$ cat src/rtl/gqbp_pkg.sv
// ----------------------------------------------------------------------------
// gqbp_pkg
// Word types and fixed widths shared by the grey-level quantiser and packer.
// ----------------------------------------------------------------------------
package gqbp_pkg;

  localparam int PIXEL_W = 8;
  localparam int K_W     = 3;
  localparam int BYTE_W  = 8;

  typedef struct packed {
    logic [PIXEL_W-1:0] pixel_in;
    logic               last_pixel;
  } in_t;

  typedef struct packed {
    logic [BYTE_W-1:0] byte_out;
    logic              last_byte;
  } out_t;

endpackage

$ cat src/rtl/gray_quantize_bit_packer_core.sv
// ----------------------------------------------------------------------------
// gray_quantize_bit_packer_core
// Quantises 8-bit grey pixels to k-bit codes and packs them MSB-first.
// ----------------------------------------------------------------------------
// Usage:
//   in_data  : one pixel per word (pixel_in, last_pixel), valid/ready.
//   out_data : one packed byte per word (byte_out, last_byte), valid/ready.
//   cfg_we/cfg_data set the code width k (0 is taken as 1); write only
//   while the block is idle.
// Each accepted pixel keeps its top k bits and appends them to the pending
// byte. A word leaves for every byte completed; on the last pixel any
// remaining bits go out zero-padded, the final word carries last_byte, and
// the packer state clears for the next image.
// A completed byte is registered into the output queue and is presented on
// out_data from there. Throughput: one pixel per cycle while in_ready is high;
// a last pixel that yields two bytes writes both into the queue together.
// Results sit in a four-word output queue; in_ready drops when fewer than
// two slots are free, so a stalled receiver back-pressures the input.
// Reset (rst, synchronous) empties the queue, clears the pending byte and
// sets k to 1.
// ----------------------------------------------------------------------------
module gray_quantize_bit_packer_core
  import gqbp_pkg::*;
(
  input  logic           clk,
  input  logic           rst,
  input  logic           in_valid,
  output logic           in_ready,
  input  in_t            in_data,
  output logic           out_valid,
  input  logic           out_ready,
  output out_t           out_data,
  input  logic           cfg_we,
  input  logic [K_W-1:0] cfg_data
);

  localparam int QDEPTH = 4;
  localparam int QPTR_W = $clog2(QDEPTH);
  localparam int QCNT_W = $clog2(QDEPTH + 1);

  logic [K_W-1:0]    bits_per_pixel;
  logic [BYTE_W-1:0] partial_byte;
  logic [K_W-1:0]    fill_bits;

  out_t              queue [QDEPTH];
  logic [QPTR_W-1:0] wr_ptr;
  logic [QPTR_W-1:0] rd_ptr;
  logic [QCNT_W-1:0] count;

  logic [K_W-1:0]      k;
  logic [BYTE_W-1:0]   code;
  logic [K_W:0]        total;
  logic [2*BYTE_W-1:0] acc;
  logic                full;
  logic [BYTE_W-1:0]   partial_byte_next;
  logic [K_W-1:0]      fill_bits_next;
  logic                accept;
  logic                pop;
  logic [1:0]          n_push;
  out_t                word0;
  out_t                word1;

  assign accept    = in_valid && in_ready;
  assign out_valid = (count != '0);
  assign pop       = out_valid && out_ready;
  assign in_ready  = (count <= QCNT_W'(QDEPTH - 2));
  assign out_data  = queue[rd_ptr];

  always_comb begin
    k     = (bits_per_pixel == '0) ? K_W'(1) : bits_per_pixel;
    code  = in_data.pixel_in >> (4'(BYTE_W) - {1'b0, k});
    total = {1'b0, fill_bits} + {1'b0, k};
    // window of 16 bits, pending bits at the top, new code just below them
    acc   = {partial_byte, 8'h00} |
            ({8'h00, code} << (5'd16 - {1'b0, total}));
    full  = (total >= 4'(BYTE_W));
    if (full) begin
      partial_byte_next = acc[BYTE_W-1:0];
      fill_bits_next    = K_W'(total - 4'(BYTE_W));
    end else begin
      partial_byte_next = acc[2*BYTE_W-1:BYTE_W];
      fill_bits_next    = total[K_W-1:0];
    end

    word0 = '0;
    word1 = '0;
    n_push = 2'd0;
    if (full) begin
      word0.byte_out  = acc[2*BYTE_W-1:BYTE_W];
      word0.last_byte = in_data.last_pixel && (fill_bits_next == '0);
      word1.byte_out  = partial_byte_next;
      word1.last_byte = 1'b1;
      n_push = (in_data.last_pixel && (fill_bits_next != '0)) ? 2'd2 : 2'd1;
    end else begin
      word0.byte_out  = partial_byte_next;
      word0.last_byte = 1'b1;
      n_push = in_data.last_pixel ? 2'd1 : 2'd0;
    end
    if (!accept) begin
      n_push = 2'd0;
    end
  end

  always_ff @(posedge clk) begin
    if (rst) begin
      bits_per_pixel <= K_W'(1);
      partial_byte   <= '0;
      fill_bits      <= '0;
      wr_ptr         <= '0;
      rd_ptr         <= '0;
      count          <= '0;
    end else begin
      if (cfg_we) begin
        bits_per_pixel <= cfg_data;
      end
      if (accept) begin
        // drop the pending bits once the image is flushed
        if (in_data.last_pixel) begin
          partial_byte <= '0;
          fill_bits    <= '0;
        end else begin
          partial_byte <= partial_byte_next;
          fill_bits    <= fill_bits_next;
        end
      end
      wr_ptr <= wr_ptr + QPTR_W'(n_push);
      if (pop) begin
        rd_ptr <= rd_ptr + QPTR_W'(1);
      end
      count <= count + QCNT_W'(n_push) - QCNT_W'(pop);
    end
  end

  always_ff @(posedge clk) begin
    if (n_push != 2'd0) begin
      queue[wr_ptr] <= word0;
    end
    if (n_push == 2'd2) begin
      queue[wr_ptr + QPTR_W'(1)] <= word1;
    end
  end

`ifndef SYNTH
  a_count_bound: assert property (@(posedge clk) disable iff (rst)
    count <= QCNT_W'(QDEPTH))
    else $error("output queue overfilled");

  a_pending_aligned: assert property (@(posedge clk) disable iff (rst)
    (partial_byte & (8'hFF >> fill_bits)) == 8'h00)
    else $error("pending byte has bits below its fill level");

  a_flush_clears: assert property (@(posedge clk) disable iff (rst)
    accept && in_data.last_pixel |=> (fill_bits == '0) && (partial_byte == '0))
    else $error("packer state not cleared after last pixel");

  a_last_yields_word: assert property (@(posedge clk) disable iff (rst)
    accept && in_data.last_pixel |=> out_valid)
    else $error("last pixel produced no output word");
`endif

endmodule

$ cat config.mk
export PLATFORM = sky130hd
export DESIGN_NAME = gray_quantize_bit_packer_core
export DESIGN_NICKNAME = d
export VERILOG_FILES = /design/src/rtl/gqbp_pkg.sv /design/src/rtl/gray_quantize_bit_packer_core.sv
export SDC_FILE = /design/constraint.sdc
export NUM_CORES = 1
export LEC_CHECK = 0
export ABC_AREA = 1
export BUFFER_PORTS_ARGS = -buffer_cell sky130_fd_sc_hd__buf_4
export CAP_MARGIN = 20
export CORE_MARGIN = 10
export CORE_UTILIZATION = 60
export CTS_BUF_LIST = sky130_fd_sc_hd__clkbuf_2 sky130_fd_sc_hd__clkbuf_4 sky130_fd_sc_hd__clkbuf_8
export DETAILED_ROUTE_END_ITERATION = 12
export PLACE_DENSITY = 0.79
export SYNTH_ARGS = -nofsm -noshare
export SYNTH_HDL_FRONTEND = slang
export SYNTH_SLANG_ARGS = --single-unit
$ cat constraint.sdc
create_clock -name clk -period 3.75 [get_ports clk]
set_input_delay 0.1875 -clock clk [delete_from_list [all_inputs] [get_ports clk]]
set_output_delay 0.1875 -clock clk [all_outputs]
set_load 0.005 [all_outputs]
==> impl_metrics.toml, run 1 <==
[status]
status = "completed"

[yosys]
synth_area_um2 = 4040
synthCells = 533
avgSynthCellArea_um2 = 7.58
ys.warnings.count = 0
synth_top_cell_area_share_pct = 26.7
ys_ff_latch = 59
syn-num-nets = 562
seq_area_frac_synth_pct = 38.1
synth_cell_types = 39
synth.largest_area_cell = "edfxtp_1"
synth_area_leaders = "edfxtp_1 (27%), dfxtp_1 (11%), nand2_1 (10%)"

[sta]
fin_worst_skew_ns = 0.0111
max_freq_mhz = 298
max-slew-margin-rel_pct = 60.7
setup_viol = 0
tightest_slew_ns = 0.589
finalHoldViolations = 0
finalSetupTns_ns = 0
layout_setup_ws_ns = 0.393
period_minus_slack_ns = 3.36
layout_worst_path_cycle_share_pct = 89.5
slew_viol_final = 0
timing.hold.ws_ns = 0.0534
rsz0062_at_grt = "no"

[clock_network]
cts_sinks = 59
path_clk_slew_ns = 0.08
htreeDepth = 3
ctsResizeCount = 0
cts_setup_buffers = 0
cts_tree = "done"
clockRootBuffer = "clkbuf_8"
cts_hold_buffers = 0
clk-insertion-delay-late_ns = 0.35
ctsLongestPathBuffers = 2
cts_inserted_buffers = 9

[final_layout]
final_common_cell = "nand2_1"
diodes = 0
layout_common_cells = "nand2_1 (110), nand3_1 (65), inv_1 (43), nor2_1 (39), buf_4 (38)"
drive_above_1_share_pct = 22.2
nNetsFinal = 588
final_core_util_pct = 69.6
fin_area_um2 = 4500
instances_no_fill = 641
syn_to_final_growth_pct = 11.3

[min_path]
hold_class = "input pin to register"

[flow_run]
maxCapViolCount = 0

[drt]
drt_iter0_drc = 170
routedWlPerCell_um = 14.6
drc_errors = 0
ant_nets = 0
firstDrtPassIters = 4
finalWirelength_mm = 9.39
vias = 3679
vias_per_cell = 5.74

[power]
clkPwrFrac_pct = 21.9
p_per_area_nw_per_um2 = 602
power_leakage_nw = 1.93
sw_frac_of_total_pct = 41.1
internal-power_mw = 1.60
p_sw_mw = 1.11
finalPower_mw = 2.71
p_seq_share_pct = 32.4
vdd_drop_max_uv = 217
power_frac_comb_pct = 45.7

[floorplan]
coreArea_um2 = 6460
die_width_um = 102
die-area_um2 = 10400
rows = 29
fp.dieH_um = 102
io_pins = 28
start_util_pct = 62.6

[setup_path]
critPathRequiredTime_ns = 3.98
cp.arrival_ns = 3.59
critical_path_peak_fanout = 10
cp-start-kind = "register"
rrSetupSlack_ns = 0.39
cp-end-kind = "register"
crit_type = "register to register"

[grt]
grt_pass1_vias = 3454
grt_max_degree = 20
overflow = 0
track_usage_pct = 18.5
grt_pass1_wl_mm = 15.6
antenna_found_initial = 0

[place]
dpl_worst_slack_ns = 0.407
placedCellCount = 625
post_dp_cell_area_um2 = 4300
io_buffer_count = 27
place.gp.congestion = 0.907
dpl.hpwl_mm = 7.12
[path summary, 6_finish.rpt]
path | start | endpoint | depth (start not counted)
setup / recovery | bits_per_pixel[0]$_SDFFE_PP1P_ | count[2]$_SDFF_PP0_ | 16
hold / removal | cfg_we | bits_per_pixel[0]$_SDFFE_PP1P_ | 2
hold reg to reg | partial_byte[2]$_SDFFE_PP0P_ | partial_byte[2]$_SDFFE_PP0P_ | 2
setup reg to reg | bits_per_pixel[0]$_SDFFE_PP1P_ | count[2]$_SDFF_PP0_ | 16
[power by group through the flow]
stage	clock, mW	sequential [mW]	combinational [mW]
2_1_floorplan	0	0.861	0.915
3_3_place_gp	0	0.885	1.18
3_5_place_dp	0	0.890	1.22
4_1_cts	0.595	0.877	1.23
5_1_grt	0.618	0.886	1.39
6_report	0.592	0.878	1.24
[Yosys cell counts]
cell and n:
nand2_1 110, nand3_1 65, inv_1 43, nor2_1 39, edfxtp_1 36, o21ai_0 34, nand2_2 30, dfxtp_1 23
o21ai_1 21, a21oi_1 20, o31ai_1 16, inv_2 14, ha_1 10, nand3_2 10, buf_2 9, o22ai_1 9
clkbuf_1 8, buf_4 4, nand2_4 3, nand4_1 3, a21oi_2 2, a31oi_1 2, fa_1 2, nor2_2 2
o21ai_2 2, o21ai_4 2, xor2_1 2, a21o_1 1, a22oi_1 1, buf_8 1, clkbuf_4 1, inv_4 1
nand3_4 1, nand3b_1 1, nor2_8 1, nor3_2 1, nor3_4 1, or2_2 1, xnor2_1 1
[state kept, by name, indices dropped and copies added, names as in the netlist, named ones only]
signal          flops
fill_bits           3
wr_ptr              2
queue              36
count               3
rd_ptr              2
bits_per_pixel      3
partial_byte        8
[metal layers]
metal	vias up	wire (um)	part of all wire, %	track usage, %
met5	-	0	0	0
met4	0	192	2.0	7.16
met3	17	386	4.1	3.37
met2	109	4820	51	33.6
met1	1693	3990	43	20.9
li1	1860	-	-	-
[cell type report]
class                      instances  area, um^2
multi-input combinational        393        2150
fill                             550        1960
sequential                        59        1540
timing repair buffer              38         285
inverter                          58         220
clock buffer                      10         138
tap                               77        96.3
clock inverter                     6        63.8
[cells by family after synthesis]
family                   Yosys count  synth area share (%)
buffers and inverters             81                  8.60
AO/OA/AOI/OAI                    110                  16.0
AND/OR/NAND/NOR                  268                  32.5
XOR/XNOR                           3                 0.650
adder cells (fa/ha/maj)           12                  4.09
flip-flops                        59                  38.1
[worst max-delay path, cell delays in order, from the launching register on]
cell	delay (ns)
dfxtp_1	0.31
inv_2	0.15
o21ai_4	0.08
ha_1	0.21
fa_1	0.55
inv_1	0.06
ha_1	0.19
ha_1	0.21
nand3b_1	0.17
nor2_1	0.13
inv_2	0.08
ha_1	0.27
inv_1	0.05
fa_1	0.42
xor2_1	0.16
o21ai_0	0.15
a21oi_1	0.06
Power figures use the tool's default switching activity.
==> inputs of run 2 (changes only) <==
--- a/config.mk
+++ b/config.mk
@@ -5,7 +5,6 @@
 export SDC_FILE = /design/constraint.sdc
 export NUM_CORES = 1
 export LEC_CHECK = 0
-export ABC_AREA = 1
 export BUFFER_PORTS_ARGS = -buffer_cell sky130_fd_sc_hd__buf_4
 export CAP_MARGIN = 20
 export CORE_MARGIN = 10
@@ -16,3 +15,4 @@
 export SYNTH_ARGS = -nofsm -noshare
 export SYNTH_HDL_FRONTEND = slang
 export SYNTH_SLANG_ARGS = --single-unit
+export TNS_END_PERCENT = 50
==> run 2 against run 1 <==
Synthesized cell count fell by 11%; first-iteration DRC count rose by 140%; sequential cell count unchanged; register-to-register slack lost 0.22 ns; critical path depth shrank 4; sequential share of layout area down 3.8 points; largest power group unchanged; clock power shrank 10%; largest cell class unchanged; die area up 8.6%; via count increased by 13%; sequential power decreased by 2%; final cell count decreased by 4.8%.
==> impl_metrics.toml, run 2 <==
[status]
status = "completed"

[yosys]
synth-simple-area-share_pct = 17.7
syn-num-nets = 505
synth_edf_count = 36
ys_async_sr_fraction_pct = 0
synthFlopType = "edfxtp_1"
synthCells = 476
synth_area_leaders = "edfxtp_1 (24%), dfxtp_1 (10%), mux4_2 (5.5%)"
synth_cell_types = 77
synth_mux_area_share_pct = 11.9
synth_compound_area_share_pct = 25.5
ys.warnings.count = 0
ys_ff_latch = 59
avgSynthCellArea_um2 = 9.41
synth_top_family_by_area = "compound AO/OA/AOI/OAI gates"
synth.most_common_cell = "nor2_1"
synth_top_cell_area_share_pct = 24.1
synth_area_um2 = 4480
synth.largest_area_cell = "edfxtp_1"
synthTopCellsByCount = "nor2_1 (44), edfxtp_1 (36), a21oi_1 (34), nand2_1 (34), dfxtp_1 (23)"
synthAdderAreaFrac_pct = 3.69
synth_xor_xnor_area_share_pct = 2.32
seq_area_frac_synth_pct = 34.4

[final_layout]
fill_cells = 577
multi_input_area_um2 = 2780
nNetsFinal = 535
instances_no_fill = 610
final_core_util_pct = 69.8
diodes = 0
largest_registers = "queue: 36 flops, partial_byte: 8 flops"
ff_latch_area_um2 = 1540
final_common_cell = "buf_4"
drive_above_1_share_pct = 23.3
regMostFlops = "queue"
largest_reg_flops = 36
layout_common_cells = "buf_4 (49), nor2_1 (43), edfxtp_1 (36), a21oi_1 (34), nand2_1 (34)"
syn_to_final_growth_pct = 13.1

[clock_network]
cts_sinks = 59
htreeDepth = 3
clockRootBuffer = "clkbuf_8"
cts_inserted_buffers = 9
cts_tree = "done"
clk-insertion-delay-late_ns = 0.34
path_clk_slew_ns = 0.08
cts_hold_buffers = 0
ctsLongestPathBuffers = 2

[setup_path]
crit_type = "register to register"
cp-end-kind = "register"
max_stage_delay_ns = 0.52
critical_path_peak_fanout = 18
slowest_stage = "fa_1"
cp.arrival_ns = 3.70
worstPathCellList = "o21bai_4, ha_4, fa_1, inv_1, ha_1, buf_4, nand2_1, nor4_1, a211o_1, a21o_1, nor3_1, nor4_1"
critPathRequiredTime_ns = 3.86
cp-start-kind = "register"
crit_path_frequent_cell = "nor4_1"

[grt]
grt_max_degree = 20
track_usage_pct = 21.6
antenna_found_initial = 0
overflow = 0
grt_pass1_wl_mm = 20.0
grt_pass1_vias = 3938

[floorplan]
io_pins = 28
start_util_pct = 61.7
die-area_um2 = 11300
coreArea_um2 = 7250
die_width_um = 106
rows = 31
fp.dieH_um = 106

[drt]
drc_errors = 0
ant_nets = 0
firstDrtPassIters = 5
finalWirelength_mm = 12.5
vias = 4149
routedWlPerCell_um = 20.4
vias_per_cell = 6.80
drt_iter0_drc = 404

[power]
power_leakage_nw = 1.85
p_per_area_nw_per_um2 = 520
vdd_drop_max_uv = 269

[sta]
layout_worst_path_cycle_share_pct = 95.5
tightest_slew_ns = 0.623
max_freq_mhz = 279
rsz0062_at_grt = "yes"
fin_worst_skew_ns = 0.0126
max-slew-margin-rel_pct = 58.4
period_minus_slack_ns = 3.58
finalSetupTns_ns = 0
slew_viol_final = 0
timing.hold.ws_ns = 0.0452
layout_setup_ws_ns = 0.168
setup_viol = 0
finalHoldViolations = 0

[flow_run]
maxCapViolCount = 0

[place]
io_buffer_count = 27
dpl_worst_slack_ns = 0.112
dpl.hpwl_mm = 9.22
place.gp.congestion = 0.931
placedCellCount = 594

[min_path]
hold_class = "input pin to register"
==> run 2: changes by cell type in the layout (fill, tap and decap cells not counted), moves of 13 or more <==
cell and delta:
inv_1 -28, mux2i_1 +15, o21ai_1 -16, nor3_1 +18, nand2_2 -30, nand3_1 -56
nand2_1 -76, a21oi_1 +14, o21ai_0 -24, o31ai_1 -13
==> run 2: logic make-up after synthesis <==
group | after synthesis
DFF | 59
muxes | 38
buffers and inverters | 48
xor gates and xnor gates | 11
and+or+nand+nor | 159
adders and majority gates | 12
AOI/OAI and AO/OA | 149
==> run 2: per-stage QoR <==
step / cell area [um^2] / power, mW
after global routing: 5060 / 2.79
after floorplan: 4480 / 1.70
after detailed placement: 4840 / 2.06
after CTS: 5020 / 2.60
after global placement: 4840 / 2.01
final: 5060 / 2.63
==> run 2: power breakdown <==
group          internal (mW)  switching, mW
logic                  0.535          0.702
clock network          0.256          0.277
registers              0.794         0.0698
total                   1.58           1.05
==> run 2: worst max-delay path: cells and delay by family (launching register included) <==
kind	cells	cell delay (ns)
flops	1	0.31
fa+ha+maj	3	1.05
buf+inv	2	0.35
simple gates	4	1.03
compound gates	3	0.61
==> run 2: layout make-up <==
cell class,instances,share of cell area (%)
Multi-Input combinational cell,369,55.0
Sequential cell,59,30.5
Timing Repair Buffer,49,7.27
Clock buffer,10,2.72
Tap cell,99,2.45
Inverter,18,1.33
Clock inverter,6,0.816
==> run 2: final timing paths <==
kind / from / to / slack, ns / depth (start not counted)
hold reg to reg: partial_byte[7]$_SDFFE_PP0P_ / partial_byte[7]$_SDFFE_PP0P_ / 0.47 / 2
hold / removal: cfg_data[0] / bits_per_pixel[0]$_SDFFE_PP1P_ / 0.05 / 2
setup reg to reg: bits_per_pixel[0]$_SDFFE_PP1P_ / queue[1][4]$_DFFE_PP_ / 0.17 / 12
setup / recovery: bits_per_pixel[0]$_SDFFE_PP1P_ / queue[1][4]$_DFFE_PP_ / 0.17 / 12
==> run 2: repair_timing <==
item                                   CTS  global route
gates resized for setup                  0             9
setup endpoints to repair                0            17
endpoints found under the hold margin    0             0
setup buffers                            0             0
==> run 2: routing by layer <==
layer	up-vias	global-route usage (%)	wire (um)
li1	1921	-	-
met1	1937	26.5	4980
met2	251	36.5	6090
met3	40	4.23	1060
met4	0	8.70	321
met5	-	0	0
==> inputs of run 3 (changes only) <==
--- a/config.mk
+++ b/config.mk
@@ -8,10 +8,9 @@
 export BUFFER_PORTS_ARGS = -buffer_cell sky130_fd_sc_hd__buf_4
 export CAP_MARGIN = 20
 export CORE_MARGIN = 10
-export CORE_UTILIZATION = 60
+export CORE_UTILIZATION = 40
 export CTS_BUF_LIST = sky130_fd_sc_hd__clkbuf_2 sky130_fd_sc_hd__clkbuf_4 sky130_fd_sc_hd__clkbuf_8
 export DETAILED_ROUTE_END_ITERATION = 12
-export PLACE_DENSITY = 0.79
 export SYNTH_ARGS = -nofsm -noshare
 export SYNTH_HDL_FRONTEND = slang
 export SYNTH_SLANG_ARGS = --single-unit
==> run 3 against run 2 <==
Maximum frequency is 1.4% higher; clock power down 5.3%; final area is 0.74% higher; sequential cell count is the same; global-route usage shrank 6.2 points; register-to-register slack better by 0.05 ns; critical endpoint is now queue[3][6]$_DFFE_PP_.
==> impl_metrics.toml, run 3 (synthesized netlist as in run 2, its figures left out) <==
[final_layout]
layout_common_cells = "buf_4 (52), nor2_1 (44), edfxtp_1 (36), a21oi_1 (34), nand2_1 (34)"
diodes = 0
final_core_util_pct = 46.8
instances_no_fill = 654
final_common_cell = "buf_4"
largest_reg_flops = 36
nNetsFinal = 538
syn_to_final_growth_pct = 13.9
largest_registers = "queue: 36 flops, partial_byte: 8 flops"
drive_above_1_share_pct = 22.4
fill_cells = 1047
regMostFlops = "queue"

[floorplan]
die_width_um = 126
io_pins = 28
start_util_pct = 41.1
fp.dieH_um = 126
coreArea_um2 = 10900
die-area_um2 = 15800
rows = 38

[setup_path]
slowest_stage = "o22ai_1"
crit_type = "register to register"
max_stage_delay_ns = 0.43
cp.arrival_ns = 3.62
crit_family = "compound AO/OA/AOI/OAI gates"
crit_path_frequent_cell = "buf_4"
critical_path_peak_fanout = 13
worstPathCellList = "o21bai_4, buf_4, inv_2, ha_1, buf_4, mux2i_1, o221ai_1, a221o_1, o22ai_1, o32ai_4, o31ai_2, o21ai_1"
cp.buffers_inverters = 3
cp-end-kind = "register"
cp-start-kind = "register"
critPathRequiredTime_ns = 3.83

[place]
dpl_worst_slack_ns = 0.169
place.gp.congestion = 0.959
dpl.hpwl_mm = 9.34
placedCellCount = 638
io_buffer_count = 27

[drt]
firstDrtPassIters = 5
vias = 4021
ant_nets = 0
drt_iter0_drc = 459
vias_per_cell = 6.15
drc_errors = 0
routedWlPerCell_um = 19.0
finalWirelength_mm = 12.4

[grt]
antenna_found_initial = 0
grt_pass1_wl_mm = 20.4
overflow = 0
track_usage_pct = 15.4
grt_pass1_vias = 3920
grt_max_degree = 20

[clock_network]
ctsLongestPathBuffers = 2
cts_sinks = 59
clk-insertion-delay-late_ns = 0.35
cts_inserted_buffers = 9
htreeDepth = 3
path_clk_slew_ns = 0.07
cts_tree = "done"
clockRootBuffer = "clkbuf_8"

[sta]
tightest_slew_ns = 0.662
timing.hold.ws_ns = 0.0545
finalHoldViolations = 0
rsz0062_at_grt = "yes"
setup_viol = 0
layout_setup_ws_ns = 0.217
layout_worst_path_cycle_share_pct = 94.2
slew_viol_final = 0
max-slew-margin-rel_pct = 55.5
fin_worst_skew_ns = 0.00902
max_freq_mhz = 283
period_minus_slack_ns = 3.53

[min_path]
hold_class = "input pin to register"

[status]
status = "completed"

[flow_run]
maxCapViolCount = 0

[power]
power_leakage_nw = 1.85
finalPower_mw = 2.58
vdd_drop_max_uv = 187
p_per_area_nw_per_um2 = 505
==> run 3: cell count changes in the layout (fill, tap and decap cells not counted), sizes merged <==
cell      delta
clkinv       +1
buf          +3
clkinvlp     -1
==> run 3: timing repair <==
action                     CTS  global route
hold endpoints to repair     0             0
gates resized for setup      0             3
hold buffers                 0             0
setup endpoints to repair    0             9
setup buffers                0             0
==> run 3: where the power goes <==
group	internal, mW	switching [mW]
sequential	0.794	0.0649
clock	0.240	0.265
combinational	0.532	0.681
total	1.57	1.01
==> run 3: final cells by class <==
cell class / instances / area, um^2 / area share (%)
inverter: 18 / 67.6 / 1.33
sequential: 59 / 1540 / 30.2
tap: 140 / 175 / 3.44
clock buffer: 10 / 131 / 2.58
timing repair buffer: 52 / 390 / 7.66
multi-input combinational: 369 / 2760 / 54.1
clock inverter: 6 / 32.5 / 0.638
==> run 3: path summary, 6_finish.rpt <==
check	slack, ns	endpoint	startpoint	depth (start not counted)
worst max-delay path	0.22	queue[3][6]$_DFFE_PP_	bits_per_pixel[0]$_SDFFE_PP1P_	12
worst min-delay path	0.05	bits_per_pixel[0]$_SDFFE_PP1P_	cfg_data[0]	2
worst max register to register	0.22	queue[3][6]$_DFFE_PP_	bits_per_pixel[0]$_SDFFE_PP1P_	12
worst min register to register	0.46	fill_bits[0]$_SDFFE_PP0P_	fill_bits[0]$_SDFFE_PP0P_	2
==> run 3: metal layers <==
layer	global-route usage, %	share of wire [%]	up-vias
met1	20.7	46	1925
met2	23.8	46	155
met3	3.65	6.6	21
met5	0	0	-
li1	-	-	1920
met4	5.09	1.9	0
==> run 3: per-stage QoR <==
stage / setup TNS, ns / instance area [um^2]
finish: 0 / 5100
global route: -0.0703 / 5100
CTS: 0 / 5070
detailed placement: 0 / 4910
global placement: 0 / 4910
floorplan: 0 / 4480
